===== config.mk =====
export PLATFORM = sky130hd
export DESIGN_NAME = prc_cross_unit
export DESIGN_NICKNAME = d
export VERILOG_FILES = /design/src/rtl/core/prc_pkg.sv /design/src/rtl/core/prc_cross_unit.sv
export SDC_FILE = /design/constraint.sdc
export NUM_CORES = 1
export LEC_CHECK = 0
export ABC_AREA = 1
export BUFFER_PORTS_ARGS = -buffer_cell sky130_fd_sc_hd__clkbuf_2
export CORE_UTILIZATION = 50
export CTS_CLUSTER_SIZE = 8
export DETAILED_ROUTE_END_ITERATION = 7
export PLACE_DENSITY = 0.74
export SLEW_MARGIN = 25
export SYNTH_ARGS = -nofsm -noshare
export SYNTH_HDL_FRONTEND = slang
export SYNTH_SLANG_ARGS = --single-unit

===== constraint.sdc =====
create_clock -name clock -period 14.06 [get_ports clock]
set_input_delay 0.703 -clock clock [delete_from_list [all_inputs] [get_ports clock]]
set_output_delay 0.703 -clock clock [all_outputs]
set_load 0.05 [all_outputs]

===== src/rtl/core/prc_pkg.sv =====
// Shared types, constants and helpers for the polygon rectangle clipper.
// No dependencies; imported by prc_cross_unit, polygon_rectangle_clipper and the testbench.
package prc_pkg;

   localparam int MAX_VERTS  = 64;
   localparam int COORD_BITS = 16;

   localparam int ADDR_W   = $clog2(MAX_VERTS);
   localparam int CNT_W    = $clog2(MAX_VERTS + 1);
   localparam int POINT_W  = 2 * COORD_BITS;
   localparam int TDATA_W  = ((POINT_W + 7) / 8) * 8;
   localparam int DIFF_W   = COORD_BITS + 1;
   localparam int PROD_W   = 2 * DIFF_W;
   localparam int NUM_W    = PROD_W + 1;
   localparam int DCNT_W   = $clog2(NUM_W + 1);
   localparam int CSR_IDX_W = 8;

   typedef logic signed [COORD_BITS-1:0] coord_type;
   typedef logic [POINT_W-1:0] point_type;
   typedef logic [1:0] side_type;

   localparam coord_type COORD_MAX = {1'b0, {(COORD_BITS-1){1'b1}}};
   localparam coord_type COORD_MIN = {1'b1, {(COORD_BITS-1){1'b0}}};

   localparam side_type SIDE_TOP    = 2'd0;
   localparam side_type SIDE_BOTTOM = 2'd1;
   localparam side_type SIDE_LEFT   = 2'd2;
   localparam side_type SIDE_RIGHT  = 2'd3;

   localparam logic [CSR_IDX_W-1:0] CSR_X_LOW  = CSR_IDX_W'(0);
   localparam logic [CSR_IDX_W-1:0] CSR_X_HIGH = CSR_IDX_W'(1);
   localparam logic [CSR_IDX_W-1:0] CSR_Y_LOW  = CSR_IDX_W'(2);
   localparam logic [CSR_IDX_W-1:0] CSR_Y_HIGH = CSR_IDX_W'(3);

   // operands of a + (b - a) * (c - p) / (q - p)
   typedef struct packed {
      coord_type a;
      coord_type b;
      coord_type p;
      coord_type q;
      coord_type c;
   } cross_req_type;

   function automatic point_type pack_point(coord_type x, coord_type y);
      return {y, x};
   endfunction

   function automatic coord_type point_x(point_type pt);
      return coord_type'(pt[COORD_BITS-1:0]);
   endfunction

   function automatic coord_type point_y(point_type pt);
      return coord_type'(pt[POINT_W-1:COORD_BITS]);
   endfunction

endpackage


===== src/rtl/core/prc_cross_unit.sv =====
// Edge/side crossing unit: one shared multiplier used twice, then a
// bit-serial restoring divider. Depends on prc_pkg.
module prc_cross_unit import prc_pkg::*; (
   input  logic          clock,
   input  logic          reset,
   input  logic          start,
   input  cross_req_type req,
   output logic          done,
   output coord_type     result
);

   typedef enum logic [2:0] {CU_IDLE, CU_MUL1, CU_MUL2, CU_PREP, CU_DIV, CU_FIN} cu_state_type;

   cu_state_type state_ff;
   coord_type a_ff, b_ff, result_ff;
   logic signed [DIFF_W-1:0] d_ff, ba_ff, cp_ff;
   logic signed [NUM_W-1:0]  acc_ff;
   logic [NUM_W-1:0]  quo_ff;
   logic [DIFF_W-1:0] rem_ff, dvs_ff;
   logic              neg_ff, done_ff;
   logic [DCNT_W-1:0] cnt_ff;

   logic signed [DIFF_W-1:0] mul_x, mul_y;
   logic signed [PROD_W-1:0] mul_p;
   logic signed [NUM_W-1:0]  mul_ext, num_fix;
   logic signed [DIFF_W-1:0] d_abs;
   logic [DIFF_W:0]          trial;
   logic                     qbit;
   logic [NUM_W-1:0]         quo_sgn;

   always_comb begin
      mul_x = (state_ff == CU_MUL1) ? DIFF_W'(a_ff) : ba_ff;
      mul_y = (state_ff == CU_MUL1) ? d_ff : cp_ff;
      mul_p = mul_x * mul_y;
      mul_ext = {{(NUM_W-PROD_W){mul_p[PROD_W-1]}}, mul_p};
      num_fix = d_ff[DIFF_W-1] ? -acc_ff : acc_ff;
      d_abs   = d_ff[DIFF_W-1] ? -d_ff : d_ff;
      trial = {rem_ff, quo_ff[NUM_W-1]};
      qbit  = (trial >= {1'b0, dvs_ff});
      quo_sgn = neg_ff ? -quo_ff : quo_ff;
   end

   always_ff @(posedge clock) begin
      if (reset) begin
         state_ff <= CU_IDLE;
         done_ff  <= 1'b0;
      end else begin
         done_ff <= 1'b0;
         unique case (state_ff)
            CU_IDLE: begin
               if (start) begin
                  a_ff  <= req.a;
                  b_ff  <= req.b;
                  d_ff  <= DIFF_W'(req.q) - DIFF_W'(req.p);
                  ba_ff <= DIFF_W'(req.b) - DIFF_W'(req.a);
                  cp_ff <= DIFF_W'(req.c) - DIFF_W'(req.p);
                  state_ff <= CU_MUL1;
               end
            end
            CU_MUL1: begin
               acc_ff   <= mul_ext;
               state_ff <= CU_MUL2;
            end
            CU_MUL2: begin
               acc_ff   <= acc_ff + mul_ext;
               state_ff <= CU_PREP;
            end
            CU_PREP: begin
               if (d_ff == '0) begin
                  result_ff <= b_ff;
                  done_ff   <= 1'b1;
                  state_ff  <= CU_IDLE;
               end else begin
                  neg_ff   <= num_fix[NUM_W-1];
                  quo_ff   <= num_fix[NUM_W-1] ? NUM_W'(-num_fix) : NUM_W'(num_fix);
                  rem_ff   <= '0;
                  dvs_ff   <= DIFF_W'(d_abs);
                  cnt_ff   <= DCNT_W'(NUM_W);
                  state_ff <= CU_DIV;
               end
            end
            CU_DIV: begin
               rem_ff <= qbit ? DIFF_W'(trial - {1'b0, dvs_ff}) : DIFF_W'(trial);
               quo_ff <= {quo_ff[NUM_W-2:0], qbit};
               cnt_ff <= cnt_ff - 1'b1;
               if (cnt_ff == DCNT_W'(1)) state_ff <= CU_FIN;
            end
            CU_FIN: begin
               // quotient truncates toward zero, sign restored here
               result_ff <= coord_type'(quo_sgn[COORD_BITS-1:0]);
               done_ff   <= 1'b1;
               state_ff  <= CU_IDLE;
            end
            default: state_ff <= CU_IDLE;
         endcase
      end
   end

   assign done   = done_ff;
   assign result = result_ff;

endmodule


==> key figures, run 1 <==
Run status
  • Run status: finished, violations left
  • Violated checks: DRC

Logic synthesis
  • Most used standard cell by instance count after synthesis: sky130_fd_sc_hd__nand2_1
  • Cells after synthesis: 3329
  • Fraction of the mapped netlist area in adder cells: 31.4%
  • Cell type contributing the most total cell area after synthesis: sky130_fd_sc_hd__edfxtp_1
  • Fraction of the mapped netlist area in compound gates: 9.08%
  • Yosys reg bits: 214
  • Area contributors post-synth: sky130_fd_sc_hd__edfxtp_1, sky130_fd_sc_hd__fa_1, sky130_fd_sc_hd__nand2_1
  • Yosys Warn Count: 0
  • Seq/Total Area, Yosys: 23.8%
  • Count of unique library cells instantiated by Yosys: 52
  • Async set or reset register ratio after synthesis: 0%
  • Post-Synth XOR/XNOR Area: 5.37%
  • Post-synth net total: 3906
  • Largest family of logic cells by synthesized area: adder cells
  • Share of the synthesized area in the top cell type: 23.5%
  • Main flop type after synthesis: sky130_fd_sc_hd__edfxtp_1
  • Most frequent cells after synthesis: sky130_fd_sc_hd__nand2_1, sky130_fd_sc_hd__inv_1, sky130_fd_sc_hd__nor2_1, sky130_fd_sc_hd__fa_1, sky130_fd_sc_hd__edfxtp_1
  • Post-synth design cell area: 26900 um2
  • Simple-gate area share of the yosys netlist: 20.4%
  • Average footprint of a synthesized cell: 8.08 um2
  • Mux contribution to synthesized area: 0%
  • EDFF count, synth: 210

Finish
  • FF/Latch Area: 6390 um2
  • Number of filler cells placed in the layout: 4903
  • Layout net count: 3998
  • Area overhead of the layout relative to synthesis: 8.12%
  • Number of diodes added for antenna fixing: 0
  • Fraction of layout cells with a size suffix above 1: 7.10%
  • Footprint of the multi-input gates: 17800 um2

Detailed routing
  • Met2 Routed Length: 32100 um
  • Routed Antenna Nets: 0
  • Pre-antenna DRT Iters: 8
  • Ratio of routed vias to standard cells: 5.40
  • Top Metal Used: met5
  • Average wire length per cell after detail routing: 16.8 um
  • Vias: 22300
  • Overall routed net length: 69100 um
  • Met3 Routed Length: 5120 um
  • Metal1 wirelength: 29300 um
  • DRC: 13
  • DRT iter0 DRCs: 1594

Worst setup path
  • Maximum single-stage delay on the critical path: 560 ps
  • CP Data Required Time: 14360 ps
  • Setup Crit Path Kind: flop to flop
  • Crit path top cell by count: sky130_fd_sc_hd__inv_1
  • Destination of the worst register-to-register timing path: acc_ff[34]
  • Worst endpoint data arrival time: 10330 ps
  • Beginning of the worst register-to-register path: state_ff[2]
  • Type of origin of the critical path: flop
  • Crit. End Element: flop
  • Slowest library cell on the worst path: sky130_fd_sc_hd__fa_1
  • Cell depth of the worst flop-to-flop path: 39
  • Minimum setup slack among reg-to-reg paths: 4040 ps
  • Startpoint of the worst setup timing path: state_ff[2]
  • Critical path fanouts, max: 37

CTS
  • Post-CTS setup buffer count: 0
  • Insertion delay to the later sink of the worst-skew pair: 560 ps
  • H-tree level count: 1
  • TritonCTS clock tree: done
  • Num Clock Sinks: 214
  • Buffer depth of the longest clock path: 3
  • Clk slew on worst S/H paths: 60 ps
  • CTS buffer count: 31
  • Clock Root Buffer: sky130_fd_sc_hd__clkbuf_16
  • Number of gates given a new drive strength after cts: 0
  • Hold-fix buffers at CTS: 0

STA
  • Final count of hold timing violations: 0
  • Total setup violations reported at the end of the flow: 0
  • Tcrit/Tclk final: 71.3%
  • Highest clock rate: 99.8 MHz
  • Final Slew Violations: 0
  • Slew at the pin closest to its max-slew limit: 983 ps
  • Clock Skew: 15.8 ps
  • Setup TNS: 0 ps
  • Final Critical Period: 10020 ps
  • Setup repair after global routing missed its margin: false
  • Worst slew margin relative to its limit: 34.0%
  • Min setup slack post-route: 4040 ps

Global routing
  • Number of global-route vias before repair: 21500
  • Initial antenna violation count: 2
  • Global router's overall resource usage: 25.7%
  • Largest net degree at the start of global routing: 83
  • First-pass GRT wire length: 110000 um
  • Grt ovf: 0

Place
  • HPWL after detailed placement: 56200 um
  • Worst setup timing slack at the placement stage: 4180 ps
  • Placer's final routability congestion estimate: 0.980
  • Port buffer count: 99

Hold path
  • Endpoint, Worst Hold: a_ff[8]
  • Worst Hold Launch: req[72]
  • Depth of the worst hold-timing path: 1
  • Class of the tightest hold or removal check: input pin to flop

Floorplan
  • Count of boundary I/O pins: 100
  • Die Area: 54700 um2
  • Starting density of the core: 50.9%
  • Vert. Die Dim: 234 um
  • Core ar.: 52900 um2
  • DIE WIDTH: 234 um
  • Row count: 84

Job
  • Maximum Capacitance Violations: 0
## per-layer routing
metal / GRT usage, % / vias up
met2: 42.2 / 877
met3: 3.93 / 157
met4: 8.77 / 2
met5: 0 / -
li1: - / 10700
met1: 34.6 / 10500
## worst max-delay path: cells and delay by family, from the launching register on
kind                     cells  cell delay (ps)
XOR/XNOR                     1              100
flip-flops                   1              420
AND/OR/NAND/NOR             15             2770
buffers and inverters        9             1600
AO/OA/AOI/OAI                6             1080
adder cells (fa/ha/maj)      8             3740
## sequential cells by signal, indices dropped and copies added, names as in the netlist, 3 cells and up
name and cells:
quo_ff 35, result 16, cp_ff 17, dvs_ff 17, acc_ff 35, ba_ff 17
rem_ff 17, state_ff 3, d_ff 17, cnt_ff 6, a_ff 16, b_ff 16
## placed cells by master, fill, tap and decap left out, drive strengths merged
cell and instances:
nand2 704, inv 636, nor2 386, fa 301
edfxtp 210, o21ai 196, ha 193, a21oi 175
clkbuf 143, xor2 123, nand3 119, xnor2 40
nor3 30, nand4 27, buf 26, o21bai 15
a31oi 15, or2 12, nand3b 12, clkinv 11
a21o 10, nor4 10, o21a 6, a211oi 5
o31ai 4, dfxtp 4, o211ai 3, o2111ai 3
o311ai 3, nor3b 3, a2111o 2, a41oi 2
a2111oi 2, and3 1, a21boi 1, and2 1
o221ai 1
## logic make-up after synthesis
logic type      count (synthesis)
fa+ha+maj                     494
buf+inv                       710
flops                         214
simple gates                 1305
compound gates                443
xor+xnor                      163
## cell type report
type | count | area share (%)
flip-flops and latches | 214 | 22.0
clock inverters | 3 | 0.0430
multi-input cells | 2405 | 61.4
well taps | 688 | 2.96
inverters | 644 | 8.32
clock buffers | 44 | 2.87
repair buffers | 125 | 2.46
## metrics by stage
step	cells	hold slack [ps]	utilization (%)	instance area [um2]
global placement	4075	490	53.3	28200
CTS	4123	326	55.0	29100
floorplan	3329	451	-	26900
finish	4123	348	55.0	29100
detailed placement	4076	501	53.4	28200
global route	4123	334	55.0	29100
## worst max path at each step
| stage | to | slack (ps) |
|---|---|---|
| after floorplan | acc_ff[34] | 6080 |
| after global placement | acc_ff[34] | 4270 |
| after detailed placement | acc_ff[34] | 4180 |
| after CTS | acc_ff[34] | 4130 |
| after global routing | acc_ff[34] | 3170 |
| final | acc_ff[34] | 4040 |
Power of run 1 is not shown: default switching activity piles up to over one toggle a cycle in this logic, so the estimate is an artifact.
==> run 2, diff against run 1 <==
clock period = 9.4 ns   (was 14.06 ns; I/O delays follow)
==> run 2 against run 1 <==
  * Critical path type unchanged
  * Sequential cell count unchanged
  * Cell area up 0.69%
  * Sequential share of layout area down 0.15 points
  * Count of clock-buffer cells in the layout up 1
  * The run still ends with DRC left
  * First-iteration DRC count is 0.56% higher
  * Register-to-register slack worse by 3400 ps
  * Clock skew is 17 ps higher
==> key figures, run 2 (synthesis gave the netlist of run 1 again) <==
Floorplan
  • Die Area: 54700 um2 (unchanged)
  • Count of boundary I/O pins: 100 (unchanged)
  • Core ar.: 52900 um2 (unchanged)
  • Starting density of the core: 50.9% (unchanged)
  • DIE WIDTH: 234 um (unchanged)
  • Vert. Die Dim: 234 um (unchanged)
  • Row count: 84 (unchanged)

CTS
  • Buffer depth of the longest clock path: 3 (unchanged)
  • Insertion delay to the later sink of the worst-skew pair: 580 ps (+20 ps)
  • Clock Root Buffer: sky130_fd_sc_hd__clkbuf_16
  • TritonCTS clock tree: done
  • Post-CTS setup buffer count: 0 (unchanged)
  • CTS buffer count: 31 (unchanged)
  • Clk slew on worst S/H paths: 70 ps (about the same)
  • Number of gates given a new drive strength after cts: 0 (unchanged)
  • Num Clock Sinks: 214 (unchanged)
  • H-tree level count: 1 (unchanged)
  • Hold-fix buffers at CTS: 0 (unchanged)

STA
  • Min setup slack post-route: 627 ps (-3410 ps)
  • Worst slew margin relative to its limit: 39.4% (+5.4 points)
  • Total setup violations reported at the end of the flow: 0 (unchanged)
  • Clock Skew: 32.7 ps (+16.9 ps)
  • Slew at the pin closest to its max-slew limit: 907 ps (-76.5 ps)
  • Highest clock rate: 114 MHz (+14%)
  • Final Slew Violations: 0 (unchanged)
  • Setup TNS: 0 ps (unchanged)
  • Tcrit/Tclk final: 93.3% (+22 points)
  • Final count of hold timing violations: 0 (unchanged)
  • Final Critical Period: 8770 ps (-1250 ps)

Run status
  • Violated checks: DRC
  • Run status: finished, violations left

Worst setup path
  • Startpoint of the worst setup timing path: state_ff[0]
  • CP Data Required Time: 9730 ps (-4630 ps)
  • Crit path top cell by count: sky130_fd_sc_hd__inv_1
  • Cell family contributing the most delay on the critical path: adder cells
  • Cell depth of the worst flop-to-flop path: 41 (+5.1%)
  • Worst path bufs/invs: 10 (+1)
  • Logic depth of the worst setup path including buffers: 41 (+5.1%)
  • Minimum setup slack among reg-to-reg paths: 630 ps (-3410 ps)
  • Beginning of the worst register-to-register path: state_ff[0]
  • Type of origin of the critical path: flop
  • Destination of the worst register-to-register timing path: acc_ff[34]
  • Critical path fanouts, max: 33 (-11%)
  • Crit. End Element: flop
  • Worst endpoint data arrival time: 9100 ps (-1230 ps)
  • Setup Crit Path Kind: flop to flop
  • Slowest library cell on the worst path: sky130_fd_sc_hd__fa_1
  • Maximum single-stage delay on the critical path: 580 ps (+20 ps)

Place
  • Placer's final routability congestion estimate: 1.02 (+4.0%)
  • Placed cells: 4101 (+0.61%)
  • HPWL after detailed placement: 57100 um (+1.6%)
  • Port buffer count: 99 (unchanged)
  • Worst setup timing slack at the placement stage: 227 ps (-3950 ps)

Finish
  • Area overhead of the layout relative to synthesis: 8.86%
  • Layout net count: 4023 (+0.63%)
  • Largest registers in the final layout: acc_ff: 35 flops, quo_ff: 35 flops
  • Final instance count without filler cells: 4150 (+0.65%)
  • Most common cell after layout, fill and taps aside: sky130_fd_sc_hd__nand2_1
  • Most frequent cells in the layout: sky130_fd_sc_hd__nand2_1, sky130_fd_sc_hd__inv_1, sky130_fd_sc_hd__nor2_1, sky130_fd_sc_hd__fa_1, sky130_fd_sc_hd__edfxtp_1
  • Number of filler cells placed in the layout: 4827 (-1.6%)
  • Fraction of layout cells with a size suffix above 1: 7.86% (+0.76 points)

Global routing
  • Grt ovf: 0 (unchanged)
  • Global router's overall resource usage: 25.9% (+0.20 points)
  • First-pass GRT wire length: 111000 um (+0.44%)
  • Initial antenna violation count: 1 (-1)
  • Largest net degree at the start of global routing: 83 (unchanged)
  • Number of global-route vias before repair: 21400 (-0.31%)

Hold path
  • Endpoint, Worst Hold: a_ff[8]
  • Class of the tightest hold or removal check: input pin to flop
  • Worst Hold Launch: req[72]
  • Depth of the worst hold-timing path: 1 (unchanged)

Detailed routing
  • Average wire length per cell after detail routing: 16.7 um (-0.40%)
  • Top Metal Used: met4
  • Metal1 wirelength: 29600 um (+1.1%)
  • Routed Antenna Nets: 0 (unchanged)
  • Ratio of routed vias to standard cells: 5.32 (-1.4%)
  • Vias: 22100 (-0.79%)
  • Met2 Routed Length: 32800 um (+2.2%)
  • Pre-antenna DRT Iters: 8 (unchanged)
  • DRC: 26 (+13)
  • Overall routed net length: 69300 um (+0.25%)
  • Met3 Routed Length: 4810 um (-6.0%)
  • DRT iter0 DRCs: 1603 (+0.56%)

Job
  • Maximum Capacitance Violations: 0 (unchanged)
## run 2: stage by stage
stage	utilization, %	instance area [um2]	hold slack (ps)
2_1_floorplan	-	26900	451
3_3_place_gp	53.7	28400	488
3_5_place_dp	53.7	28400	502
4_1_cts	55.3	29200	55.9
5_1_grt	55.4	29300	77.7
6_report	55.4	29300	88.2
## run 2: layout make-up
| type | count | area, um2 | area share, % |
|---|---|---|---|
| Antenna cell | 1 | 2.50 | 0.00855 |
| Clock buffer | 45 | 828 | 2.83 |
| Tap cell | 688 | 861 | 2.94 |
| Timing Repair Buffer | 150 | 895 | 3.06 |
| Multi-Input combinational cell | 2405 | 17900 | 61.0 |
| Sequential cell | 214 | 6390 | 21.8 |
| Clock inverter | 3 | 20.0 | 0.0684 |
| Inverter | 644 | 2420 | 8.27 |
## run 2: how the worst max path moves through the flow
stage,endpoint,slack (ps)
global route,acc_ff[34],-10
detailed placement,acc_ff[34],230
CTS,acc_ff[34],160
floorplan,acc_ff[34],1420
finish,acc_ff[34],630
global placement,acc_ff[34],380
## run 2: routing by layer
layer  vias to the layer above  global-route usage, %
met5                         -                      0
met1                     10500                   35.0
li1                      10700                      -
met2                       740                   43.2
met3                       122                   3.51
met4                         0                   7.53
Power of run 2 is left out for the same reason.
